[config.mk]
export PLATFORM = sky130hd
export DESIGN_NAME = segment_descriptor_table_unit
export DESIGN_NICKNAME = d
export VERILOG_FILES = /design/src/rtl/sdt_pkg.sv /design/src/rtl/segment_descriptor_table_unit.sv
export SDC_FILE = /design/constraint.sdc
export NUM_CORES = 2
export LEC_CHECK = 0
export BUFFER_PORTS_ARGS = -buffer_cell sky130_fd_sc_hd__clkbuf_2
export CAP_MARGIN = 20
export CORE_ASPECT_RATIO = 0.75
export CORE_UTILIZATION = 56
export DETAILED_ROUTE_END_ITERATION = 16
export PLACE_DENSITY = 0.73
export SYNTH_ARGS = -nofsm -noshare
export SYNTH_HDL_FRONTEND = slang
export SYNTH_SLANG_ARGS = --single-unit
[constraint.sdc]
create_clock -name clk_i -period 18.3 [get_ports clk_i]
set_input_delay 5.49 -clock clk_i [delete_from_list [all_inputs] [get_ports clk_i]]
set_output_delay 5.49 -clock clk_i [all_outputs]
set_load 0.02 [all_outputs]
[src/rtl/sdt_pkg.sv]
// Shared types and constants for the segment descriptor table unit.
package sdt_pkg;
  localparam int unsigned TableEntriesDef = 16;
  localparam int unsigned FrameBytesDef   = 8;

  typedef enum logic [1:0] {
    MODE_REGISTER  = 2'd0,
    MODE_TRANSLATE = 2'd1,
    MODE_LOOKUP    = 2'd2,
    MODE_FARRET    = 2'd3
  } mode_e;
endpackage

[src/rtl/segment_descriptor_table_unit.sv]
// Segment descriptor table: register, translate, reverse lookup and far return.
// One request at a time. A request that is not turned away at acceptance
// scans the descriptor table one entry a cycle with a single shared entry
// comparator, then translate and far return run the range checks in the
// CHECK and CHECK2 states on a shared 33-bit adder/compare step before the
// result is registered. A far return can scan the table twice, first for
// its own selector and then for the target. A result is held until
// out_ready_i takes it. The table is empty after reset; entries above
// the fill count are never read, so no clearing pass is needed.
// in_ready_o is low while a request is in work or its result waits to be taken.
module segment_descriptor_table_unit
  import sdt_pkg::*;
#(
  parameter int unsigned TABLE_ENTRIES = TableEntriesDef,
  parameter int unsigned FRAME_BYTES   = FrameBytesDef
) (
  input  logic        clk_i,
  input  logic        rst_ni,
  input  logic        in_valid_i,
  output logic        in_ready_o,
  input  logic [1:0]  mode_i,
  input  logic [15:0] selector_i,
  input  logic [31:0] base_i,
  input  logic [31:0] limit_i,
  input  logic        present_i,
  input  logic        executable_i,
  input  logic        code16_i,
  input  logic [31:0] offset_i,
  input  logic [31:0] access_len_i,
  input  logic [31:0] lookup_address_i,
  input  logic [31:0] selector_slot_i,
  output logic        out_valid_o,
  input  logic        out_ready_i,
  output logic        ok_o,
  output logic        replaced_o,
  output logic        table_full_o,
  output logic [31:0] linear_out_o,
  output logic [15:0] selector_out_o,
  output logic [31:0] target_offset_out_o,
  output logic [7:0]  pop_bytes_o
);
  localparam int unsigned IW = (TABLE_ENTRIES > 1) ? $clog2(TABLE_ENTRIES) : 1;
  localparam int unsigned CW = $clog2(TABLE_ENTRIES + 1);

  typedef enum logic [2:0] {
    ST_IDLE, ST_SCAN, ST_CHECK, ST_CHECK2, ST_DONE
  } state_e;

  // descriptor storage, written at one place, read at the scan index
  logic [15:0] sel_mem [TABLE_ENTRIES];
  logic [31:0] base_mem [TABLE_ENTRIES];
  logic [31:0] lim_mem [TABLE_ENTRIES];
  logic [2:0]  flg_mem [TABLE_ENTRIES];

  state_e      state_q;
  logic [CW-1:0] count_q, idx_q;
  logic [1:0]  mode_q;
  logic [15:0] sel_q, tsel_q;
  logic [31:0] base_q, lim_q, off_q, cnt_q, addr_q;
  logic [2:0]  flg_q;
  logic        pass2_q;          // far return: scanning for the target
  logic        hit_q;
  logic [15:0] hsel_q;
  logic [31:0] hbase_q, hlim_q;
  logic [32:0] win_end_q;        // base + limit of the hit, 33 bits

  logic        ok_q, rep_q, full_q;
  logic [31:0] lin_q, toff_q;
  logic [15:0] osel_q;
  logic [7:0]  sb_q;

  // shared scan comparator on the entry at idx
  logic [IW-1:0] ix;
  logic [15:0] e_sel;
  logic [31:0] e_base, e_lim;
  logic [2:0]  e_flg;
  logic [15:0] key;
  logic        scan_end, e_match;
  logic [32:0] e_end;
  assign ix     = idx_q[IW-1:0];
  assign e_sel  = sel_mem[ix];
  assign e_base = base_mem[ix];
  assign e_lim  = lim_mem[ix];
  assign e_flg  = flg_mem[ix];
  assign key    = pass2_q ? tsel_q : sel_q;
  assign scan_end = (idx_q >= count_q);
  assign e_end  = {1'b0, e_base} + {1'b0, e_lim};
  always_comb begin
    unique case (mode_q)
      MODE_REGISTER: e_match = (e_sel == key);
      MODE_LOOKUP:   e_match = e_flg[0] && (addr_q >= e_base) &&
                               ({1'b0, addr_q} <= e_end);
      default:       e_match = (e_sel == key) && e_flg[0];
    endcase
  end

  // shared 33-bit adder for the range checks
  logic [32:0] add_a, add_b, add_s;
  logic [31:0] len_m1;
  assign len_m1 = cnt_q - 32'd1;
  always_comb begin
    if (state_q == ST_CHECK) begin
      add_a = {1'b0, off_q};   add_b = {1'b0, len_m1};      // last offset
    end else begin
      add_a = {1'b0, hbase_q}; add_b = {1'b0, off_q};       // linear address
    end
  end
  assign add_s = add_a + add_b;
  // linear + len - 1 fits iff linear <= MAX - (len - 1)
  logic [32:0] lin_room;
  assign lin_room = {1'b0, ~len_m1};

  assign in_ready_o  = (state_q == ST_IDLE);
  assign out_valid_o = (state_q == ST_DONE);
  assign ok_o = ok_q;  assign replaced_o = rep_q;  assign table_full_o = full_q;
  assign linear_out_o = lin_q;  assign selector_out_o = osel_q;
  assign target_offset_out_o = toff_q;  assign pop_bytes_o = sb_q;

  logic        wr_en;
  logic [IW-1:0] wr_ix;
  always_ff @(posedge clk_i) begin
    if (wr_en) begin
      sel_mem[wr_ix]  <= sel_q;
      base_mem[wr_ix] <= base_q;
      lim_mem[wr_ix]  <= lim_q;
      flg_mem[wr_ix]  <= flg_q;
    end
  end

  // register: overwrite the matching entry, or append at the fill count
  logic last_bad_q;
  always_comb begin
    wr_ix = scan_end ? count_q[IW-1:0] : ix;
    wr_en = (state_q == ST_SCAN) && (mode_q == MODE_REGISTER) &&
            (scan_end ? (count_q < CW'(TABLE_ENTRIES)) : e_match);
  end

  always_ff @(posedge clk_i or negedge rst_ni) begin
    if (!rst_ni) begin
      state_q <= ST_IDLE;
      count_q <= '0;
      pass2_q <= 1'b0;
      mode_q  <= MODE_REGISTER;
      idx_q   <= '0;
      hit_q   <= 1'b0;
    end else begin
      unique case (state_q)
        ST_IDLE: if (in_valid_i) begin
          mode_q <= mode_i;   sel_q <= selector_i;  base_q <= base_i;
          lim_q <= limit_i;   flg_q <= {code16_i, executable_i, present_i};
          off_q <= offset_i;  cnt_q <= access_len_i; addr_q <= lookup_address_i;
          tsel_q <= selector_slot_i[15:0];
          idx_q <= '0;  hit_q <= 1'b0;  pass2_q <= 1'b0;
          ok_q <= 1'b0; rep_q <= 1'b0; full_q <= 1'b0;
          lin_q <= '0;  osel_q <= '0;  toff_q <= '0;  sb_q <= '0;
          // selector zero never finds or registers anything
          if (mode_i != MODE_LOOKUP && selector_i == 16'd0) state_q <= ST_DONE;
          else if (mode_i == MODE_TRANSLATE && access_len_i == 32'd0)
            state_q <= ST_DONE;
          else state_q <= ST_SCAN;
        end
        ST_SCAN: begin
          if (mode_q == MODE_REGISTER) begin
            if (e_match && !scan_end) begin
              ok_q <= 1'b1; rep_q <= 1'b1; state_q <= ST_DONE;
            end else if (scan_end) begin
              if (count_q < CW'(TABLE_ENTRIES)) begin
                ok_q <= 1'b1; count_q <= count_q + CW'(1);
              end else full_q <= 1'b1;
              state_q <= ST_DONE;
            end else idx_q <= idx_q + CW'(1);
          end else if (mode_q == MODE_LOOKUP) begin
            if (scan_end) begin
              ok_q <= hit_q;  osel_q <= hit_q ? hsel_q : 16'd0;
              state_q <= ST_DONE;
            end else if (e_match && hit_q) begin
              state_q <= ST_DONE;       // ambiguous
            end else begin
              if (e_match) begin hit_q <= 1'b1; hsel_q <= e_sel; end
              idx_q <= idx_q + CW'(1);
            end
          end else begin
            if (scan_end) state_q <= ST_DONE;        // not found
            else if (e_match) begin
              hbase_q <= e_base; hlim_q <= e_lim;
              win_end_q <= e_end; hit_q <= 1'b1;
              if (mode_q == MODE_FARRET && !pass2_q) begin
                if (e_flg[1] && e_flg[2] && tsel_q != 16'd0) begin
                  pass2_q <= 1'b1; idx_q <= '0;
                end else state_q <= ST_DONE;
              end else if (mode_q == MODE_FARRET && !e_flg[1]) begin
                state_q <= ST_DONE;
              end else begin
                if (mode_q == MODE_FARRET) cnt_q <= 32'd1;
                state_q <= ST_CHECK;
              end
            end else idx_q <= idx_q + CW'(1);
          end
        end
        ST_CHECK: begin
          last_bad_q <= add_s > {1'b0, hlim_q};
          state_q <= ST_CHECK2;
        end
        ST_CHECK2: begin
          if (!last_bad_q && !add_s[32] && add_s <= lin_room) begin
            ok_q <= 1'b1; lin_q <= add_s[31:0];
          end else if (mode_q == MODE_FARRET && off_q >= hbase_q &&
                       {1'b0, off_q} <= win_end_q) begin
            ok_q <= 1'b1; lin_q <= off_q;
          end
          if (mode_q == MODE_FARRET) begin
            if ((!last_bad_q && !add_s[32] && add_s <= lin_room) ||
                (off_q >= hbase_q && {1'b0, off_q} <= win_end_q)) begin
              osel_q <= tsel_q; toff_q <= off_q; sb_q <= 8'(FRAME_BYTES);
            end
          end
          state_q <= ST_DONE;
        end
        ST_DONE: if (out_ready_i) state_q <= ST_IDLE;
        default: state_q <= ST_IDLE;
      endcase
    end
  end
endmodule

After elaboration in Yosys (flattened, before gate mapping)
Memory sizes are Yosys's and may differ from the RTL's.
Index checks and enable logic that the tools add are counted.
Word-level totals
  register bits: 417
  latch bits: 0
  bits in writable memories: 1328
  bits in read-only memories: 0
  memories: 4
Cells by class
  add/sub/neg operators: 5
  multiply operators: 0
  div/mod/pow operators: 0
  magnitude comparators: 8
  eq/ne operators: 42
  shifts and indexed selects: 0
  mux-type cells: 96
  bitwise logic cells: 6
  reductions and logical operators: 49
Memory list
  base_mem: depth 16, bits a word 32, read ports 1, clocked after memory_dff 0, write ports 1, line segment_descriptor_table_unit.sv:51  | logic [31:0] base_mem [TABLE_ENTRIES];
  lim_mem: depth 16, bits a word 32, read ports 1, clocked after memory_dff 0, write ports 1, line segment_descriptor_table_unit.sv:52  | logic [31:0] lim_mem [TABLE_ENTRIES];
  sel_mem: depth 16, bits a word 16, read ports 1, clocked after memory_dff 0, write ports 1, line segment_descriptor_table_unit.sv:50  | logic [15:0] sel_mem [TABLE_ENTRIES];
  flg_mem: depth 16, bits a word 3, read ports 1, clocked after memory_dff 0, write ports 1, line segment_descriptor_table_unit.sv:53  | logic [2:0] flg_mem [TABLE_ENTRIES];
Operator list (number)
  $mux W32: 15
  $pmux W32 S2: 3
  $mux W16: 8
  $le A32 B33 Y1: 2
  $ge A32 B32 Y1: 2
  $mux W5: 11
  $pmux W16 S3: 1
  $mux W3: 15
  $add A32 B32 Y33: 1
  $add A33 B33 Y33: 1
  $gt A33 B32 Y1: 1
  $le A33 B32 Y1: 1
  $logic_not A32 Y1: 1
  $not A32 Y32: 1
  $sub A32 B1 Y32 const B: 1
  $mux W1: 30
  $ne A2 B2 Y1 const B: 13
  $mux W8: 3
  $reduce_and A8 Y1: 3
  $reduce_and A7 Y1: 3
  $reduce_and A5 Y1: 4
  $logic_and A1 B1 Y1: 18
  $eq A16 B16 Y1: 1
  $logic_not A16 Y1: 1
  other kinds (38): 66

Longest topological paths before layout
An unclocked memory read counts as a cell.
  depth after elaboration: 11
  mapped depth: 35
  mapped depth without buffers: 33

Worst setup path after synthesis
No wires, ideal clock.
  kind: reg2reg
  from: register idx_q[0]
  to: memory base_mem[2][0] (enable)
  setup time: 0.535 ns
  arrival: 10.811 ns
  required time: 17.765 ns
  path slack: 6.953 ns
  stages on the path, launching flop included: 31
  path through: dfrtp_1 -> buf_6 -> buf_12 -> buf_12 -> buf_12 -> buf_6 -> buf_2 -> clkbuf_1 -> buf_1 -> mux4_2 -> mux4_2 -> ha_1 -> or3_1 -> o22a_1 -> a2111oi_0 -> o41ai_1 -> a41o_1 -> o21a_1 -> nor2_1 -> o21bai_1 -> a21oi_1 -> xnor2_1 -> ha_1 -> and3_1 -> a221oi_1 -> o21ai_0 -> a2111oi_0 -> a211o_1 -> a22o_4 -> a22o_1 -> nor2b_1
Between the ends
  cells in the longest elaborated chain, start to end: 9
  elaborated cells between the ends (all ways): 18
  classes of those cells: 1 x add/sub; 3 x order compare; 1 x eq/ne; 5 x mux; 4 x reduce/logical; 4 x memory
RTL lines
  start, declared: line segment_descriptor_table_unit.sv:56  | logic [CW-1:0] count_q, idx_q;
  start signal, assigned: line segment_descriptor_table_unit.sv:171  | end else idx_q <= idx_q + CW'(1);
  start signal, assigned: line segment_descriptor_table_unit.sv:180  | idx_q <= idx_q + CW'(1);
  start signal, assigned: line segment_descriptor_table_unit.sv:197  | end else idx_q <= idx_q + CW'(1);
  $mem_v2 Z16 W32
  named net e_lim[6]: line segment_descriptor_table_unit.sv:75  | logic [31:0] e_base, e_lim;
  $add A32 B32 Y33: line segment_descriptor_table_unit.sv:87  | assign e_end = {1'b0, e_base} + {1'b0, e_lim};
  $le A32 B33 Y1: line segment_descriptor_table_unit.sv:92  | ({1'b0, addr_q} <= e_end);
  $logic_and A1 B1 Y1: line segment_descriptor_table_unit.sv:91  | MODE_LOOKUP: e_match = e_flg[0] && (addr_q >= e_base) &&
  $pmux W1 S2: line segment_descriptor_table_unit.sv:89  | unique case (mode_q)
  $mux W1: line segment_descriptor_table_unit.sv:135  | (scan_end ? (count_q < CW'(TABLE_ENTRIES)) : e_match);
  $logic_and A1 B1 Y1: line segment_descriptor_table_unit.sv:134  | wr_en = (state_q == ST_SCAN) && (mode_q == MODE_REGISTER) &&
  $mux W1: line segment_descriptor_table_unit.sv:122  | if (wr_en) begin
  $mux W1 (implied by the code): line segment_descriptor_table_unit.sv:124  | base_mem[wr_ix] <= base_q;
  end, declared: line segment_descriptor_table_unit.sv:51
The timed path passes the listed nets, and every way through them passes these cells.

Worst setup path after layout
  from: register idx_q[1]
  to: memory lim_mem[8][0] (enable)
Between the ends
  cells in the longest elaborated chain, start to end: 9
  elaborated cells between the ends (all ways): 18
  classes of those cells: 1 x add/sub; 3 x order compare; 1 x eq/ne; 5 x mux; 4 x reduce/logical; 4 x memory
RTL lines
  $mem_v2 Z16 W32 (*)
  named net e_base[0]: line segment_descriptor_table_unit.sv:75
  $add A32 B32 Y33 or $ge A32 B32 Y1 (tied branches): line segment_descriptor_table_unit.sv:87, segment_descriptor_table_unit.sv:91
  $le A32 B33 Y1 or $logic_and A1 B1 Y1 (tied branches): line segment_descriptor_table_unit.sv:92, segment_descriptor_table_unit.sv:91
  $logic_and A1 B1 Y1 (*): line segment_descriptor_table_unit.sv:91
  $pmux W1 S2 (*): line segment_descriptor_table_unit.sv:89
  $mux W1 (*): line segment_descriptor_table_unit.sv:135
  $logic_and A1 B1 Y1 (*): line segment_descriptor_table_unit.sv:134
  $mux W1 (*): line segment_descriptor_table_unit.sv:122
  $mux W1 (implied by the code) (*): line segment_descriptor_table_unit.sv:125  | lim_mem[wr_ix] <= lim_q;
  end, declared: line segment_descriptor_table_unit.sv:52
Mark *: on every way through the listed nets, which the timed path passes. The rest lies on a longest branch.

==> results.tsv <==
stage	metric	value	unit
routing	wl_met1	83700	um
cells_and_area	nFillCells	9038	
sta	tns	0	ns
synthesis	yosysTopAreaCell	edfxtp_1	
synthesis	synth_top_area_share	0.694	
setup_path	worstSetupEndpointType	flip-flop	
sta	skew	0.0470	ns
floorplan	fp.coreArea	132000	um2
routing	wl	196000	um
sta	drv_slew	0	
routing	dr.pass1.iters	8	
synthesis	yosysMostFrequentCell	edfxtp_1	
sta	hold_viol	0	
routing	ant_nets	0	
synthesis	yosysUniqueCellTypes	89	
cts	clockBufferDepth	3	
synthesis	synth_common_cells	edfxtp_1 (1721), mux4_2 (364), ha_1 (264)	
power	cellLeakagePower	28.6	nW
sta	finalCriticalPeriod	11.91	ns
synthesis	syn_area	74500	um2
synthesis	yosysWarnings	0	
power	p_per_area	135	nW/um2
floorplan	start_util	0.567	
sta	relSlewSlack	0.198	
routing	via_per_inst	6.46	
place	place_hpwl	124000	um
cts	ctsHoldBuffers	0	
worst_hold_path	min_path_type	flip-flop to flip-flop	
sta	rsz0062_at_grt	false	
power	ir_drop	0.0857	mV
cells_and_area	utilization	0.632	
routing	route.met3.wl	21500	um
synthesis	synth_edf_count	1721	
cts	worstSkewPairLatency	0.83	ns
cts	cts_tree	built	
routing	wl_met2	86200	um
place	port_buffers	286	
cts	ctsHtreeMaxLevel	4	
grt	grt_pass1_vias	39800	
synthesis	seq_area_frac_synth	0.699	
synthesis	synthArstFlopShare	0.00978	
setup_path	worst-path-max-fanout	123	
cells_and_area	num-nets-final	5028	
cells_and_area	drive_gt1_frac	0.219	
cts	path_clk_slew	0.06	ns
grt	grt_antenna_before_repair	2	
setup_path	critPathArrivalTime	12.34	ns
cts	clock_sinks	1738	
routing	dr.max_layer_used	met4	
routing	routed-via-count	41500	
floorplan	rows	115	
grt	grt_max_degree	124	
synthesis	ys_ff_latch	1738	
routing	drt_iter0_drc	5886	
setup_path	r2r_setup_slack	6.39	ns
floorplan	fp.dieH	318	um
cells_and_area	antenna_cells	0	
sta	timing.final.crit_share	0.651	
cts	cts_setup_buffers	0	
power	total_power	11.3	mW
floorplan	io-pin-count	310	
floorplan	die_width	423	um
job	drv_cap	0	
grt	grt_usage	0.294	
routing	wl_per_cell	30.5	um
run_status	outcome	finished clean	
cts	cts_buffers	161	
cells_and_area	layout-area-overhead-vs-synth	11.6	%
setup_path	cp_data_required_time	18.73	ns
place	gp_congestion	0.940	
cts	cts_resized	0	
setup_path	startpoint_type	flip-flop	
routing	route.detailed.drc	0	
floorplan	die_area	135000	um2
setup_path	path_class	flip-flop to flip-flop	
synthesis	synth-main-ff-cell	edfxtp_1	
synthesis	syn-instance-count	4180	
grt	grt_pass1_wl	282000	um
cts	cts_root_buf	clkbuf_16	
sta	setup_viol	0	
grt	grt_overflow	0	
sta	max_slew.worst_pin.slew	1.20	ns
synthesis	avgSynthCellArea	17.8	um2
sta	clock.fmax	0.0839	GHz
synthesis	synthTopCellsByArea	edfxtp_1 (69%), mux4_2 (11%), ha_1 (4.4%)	
flip-flops by register name, indices dropped and copies added, names as in the netlist, 32 cells and up:
| signal | flops |
|---|---|
| hbase_q | 32 |
| off_q | 32 |
| target_offset_out_o | 32 |
| linear_out_o | 32 |
| addr_q | 32 |
| flg_mem | 48 |
| cnt_q | 32 |
| lim_q | 32 |
| hlim_q | 32 |
| lim_mem | 512 |
| win_end_q | 33 |
| base_mem | 512 |
| sel_mem | 256 |
| base_q | 32 |
layer usage:
layer	track usage	vias up
li1	-	17500
met1	0.466	21200
met2	0.423	2511
met3	0.0528	269
met4	0.0732	0
met5	0	-
power breakdown:
group | total [mW] | leakage, nW | switching, mW | internal [mW]
Sequential | 4.93 | 15.8 | 0.237 | 4.69
Clock | 3.30 | 2.50 | 1.49 | 1.81
Combinational | 3.03 | 10.4 | 1.80 | 1.23
Total | 11.3 | 28.6 | 3.52 | 7.73
worst paths after layout:
kind                                      start                     endpoint  cells after the start
min in group asynchronous                rst_ni       state_q[0]$_DFFE_PN0P_                      1
min                         hsel_q[0]$_DFFE_PP_  selector_out_o[0]$_DFFE_PP_                      1
max in group asynchronous                rst_ni         idx_q[2]$_DFFE_PN0P_                      1
max reg2reg                idx_q[1]$_DFFE_PN0P_      lim_mem[8][0]$_DFFE_PP_                     27
min reg2reg                 hsel_q[0]$_DFFE_PP_  selector_out_o[0]$_DFFE_PP_                      1
max                        idx_q[1]$_DFFE_PN0P_      lim_mem[8][0]$_DFFE_PP_                     27
area by class of cell:
cell class | instances | area (um2) | area share
repair buffers | 356 | 2010 | 0.0242
flip-flops and latches | 1738 | 52100 | 0.627
clock buffers | 198 | 4220 | 0.0508
multi-input cells | 2090 | 20900 | 0.252
clock inverters | 87 | 895 | 0.0108
inverters | 198 | 748 | 0.00900
well taps | 1755 | 2200 | 0.0264
cells in the final DEF (no fill, tap or decap), drive strengths merged, types with 44 or more instances in the layout:
cell,Yosys,final
clkinv,2,59
o21ai,124,124
mux2i,108,108
clkbuf,83,484
mux4,369,369
and3,44,44
nor2,131,131
a21oi,107,107
inv,196,210
ha,264,264
a21o,78,78
edfxtp,1721,1721
xnor2,53,53
nand4,44,44
nand2,225,225
buf,77,70
nor3,46,46
and2,46,46
through the flow:
stage / area, um2 / setup WS, ns / hold slack [ns] / instances
finish: 83100 / 6.39 / 0.534 / 6422
global route: 83100 / 5.86 / 0.536 / 6422
CTS: 83100 / 6.43 / 0.533 / 6420
detailed placement: 78000 / 6.51 / 0.520 / 6135
global placement: 78000 / 6.68 / 0.522 / 6135
floorplan: 74500 / 6.95 / 0.502 / 4186
cells by family (layout without fill, tap and decap cells):
logic type | count (synthesis) | count (layout) | synth area share
muxes | 496 | 496 | 0.129
xor gates and xnor gates | 94 | 94 | 0.0110
and+or+nand+nor | 703 | 703 | 0.0468
buffers and inverters | 358 | 839 | 0.0215
other | 1 | 7 | 0.0000503
AOI/OAI and AO/OA | 524 | 524 | 0.0473
DFF | 1738 | 1738 | 0.699
adders and majority gates | 266 | 266 | 0.0449
critical path, cell delays in order (launching register included):
cell       delay (ns)
dfrtp_4          1.01
buf_12           0.54
buf_4            0.96
mux4_2           0.43
mux4_2           0.62
ha_1             0.26
a21oi_1          0.23
o211ai_1         0.17
o22a_1           0.28
a2111oi_0        0.77
o41ai_1          0.34
a41o_1           0.33
o21a_1           0.17
nor2_1           0.15
o21bai_1         0.10
a21oi_1          0.26
xnor2_1          0.20
ha_1             0.29
and3_1           0.19
a221oi_1         0.29
o21ai_0          0.17
a2111oi_0        0.50
a211o_1          0.38
a22o_4           0.32
a22o_1           0.28
and2_4           0.57
buf_4            0.63
buf_4            0.65
(Power assumes the default switching activity.)
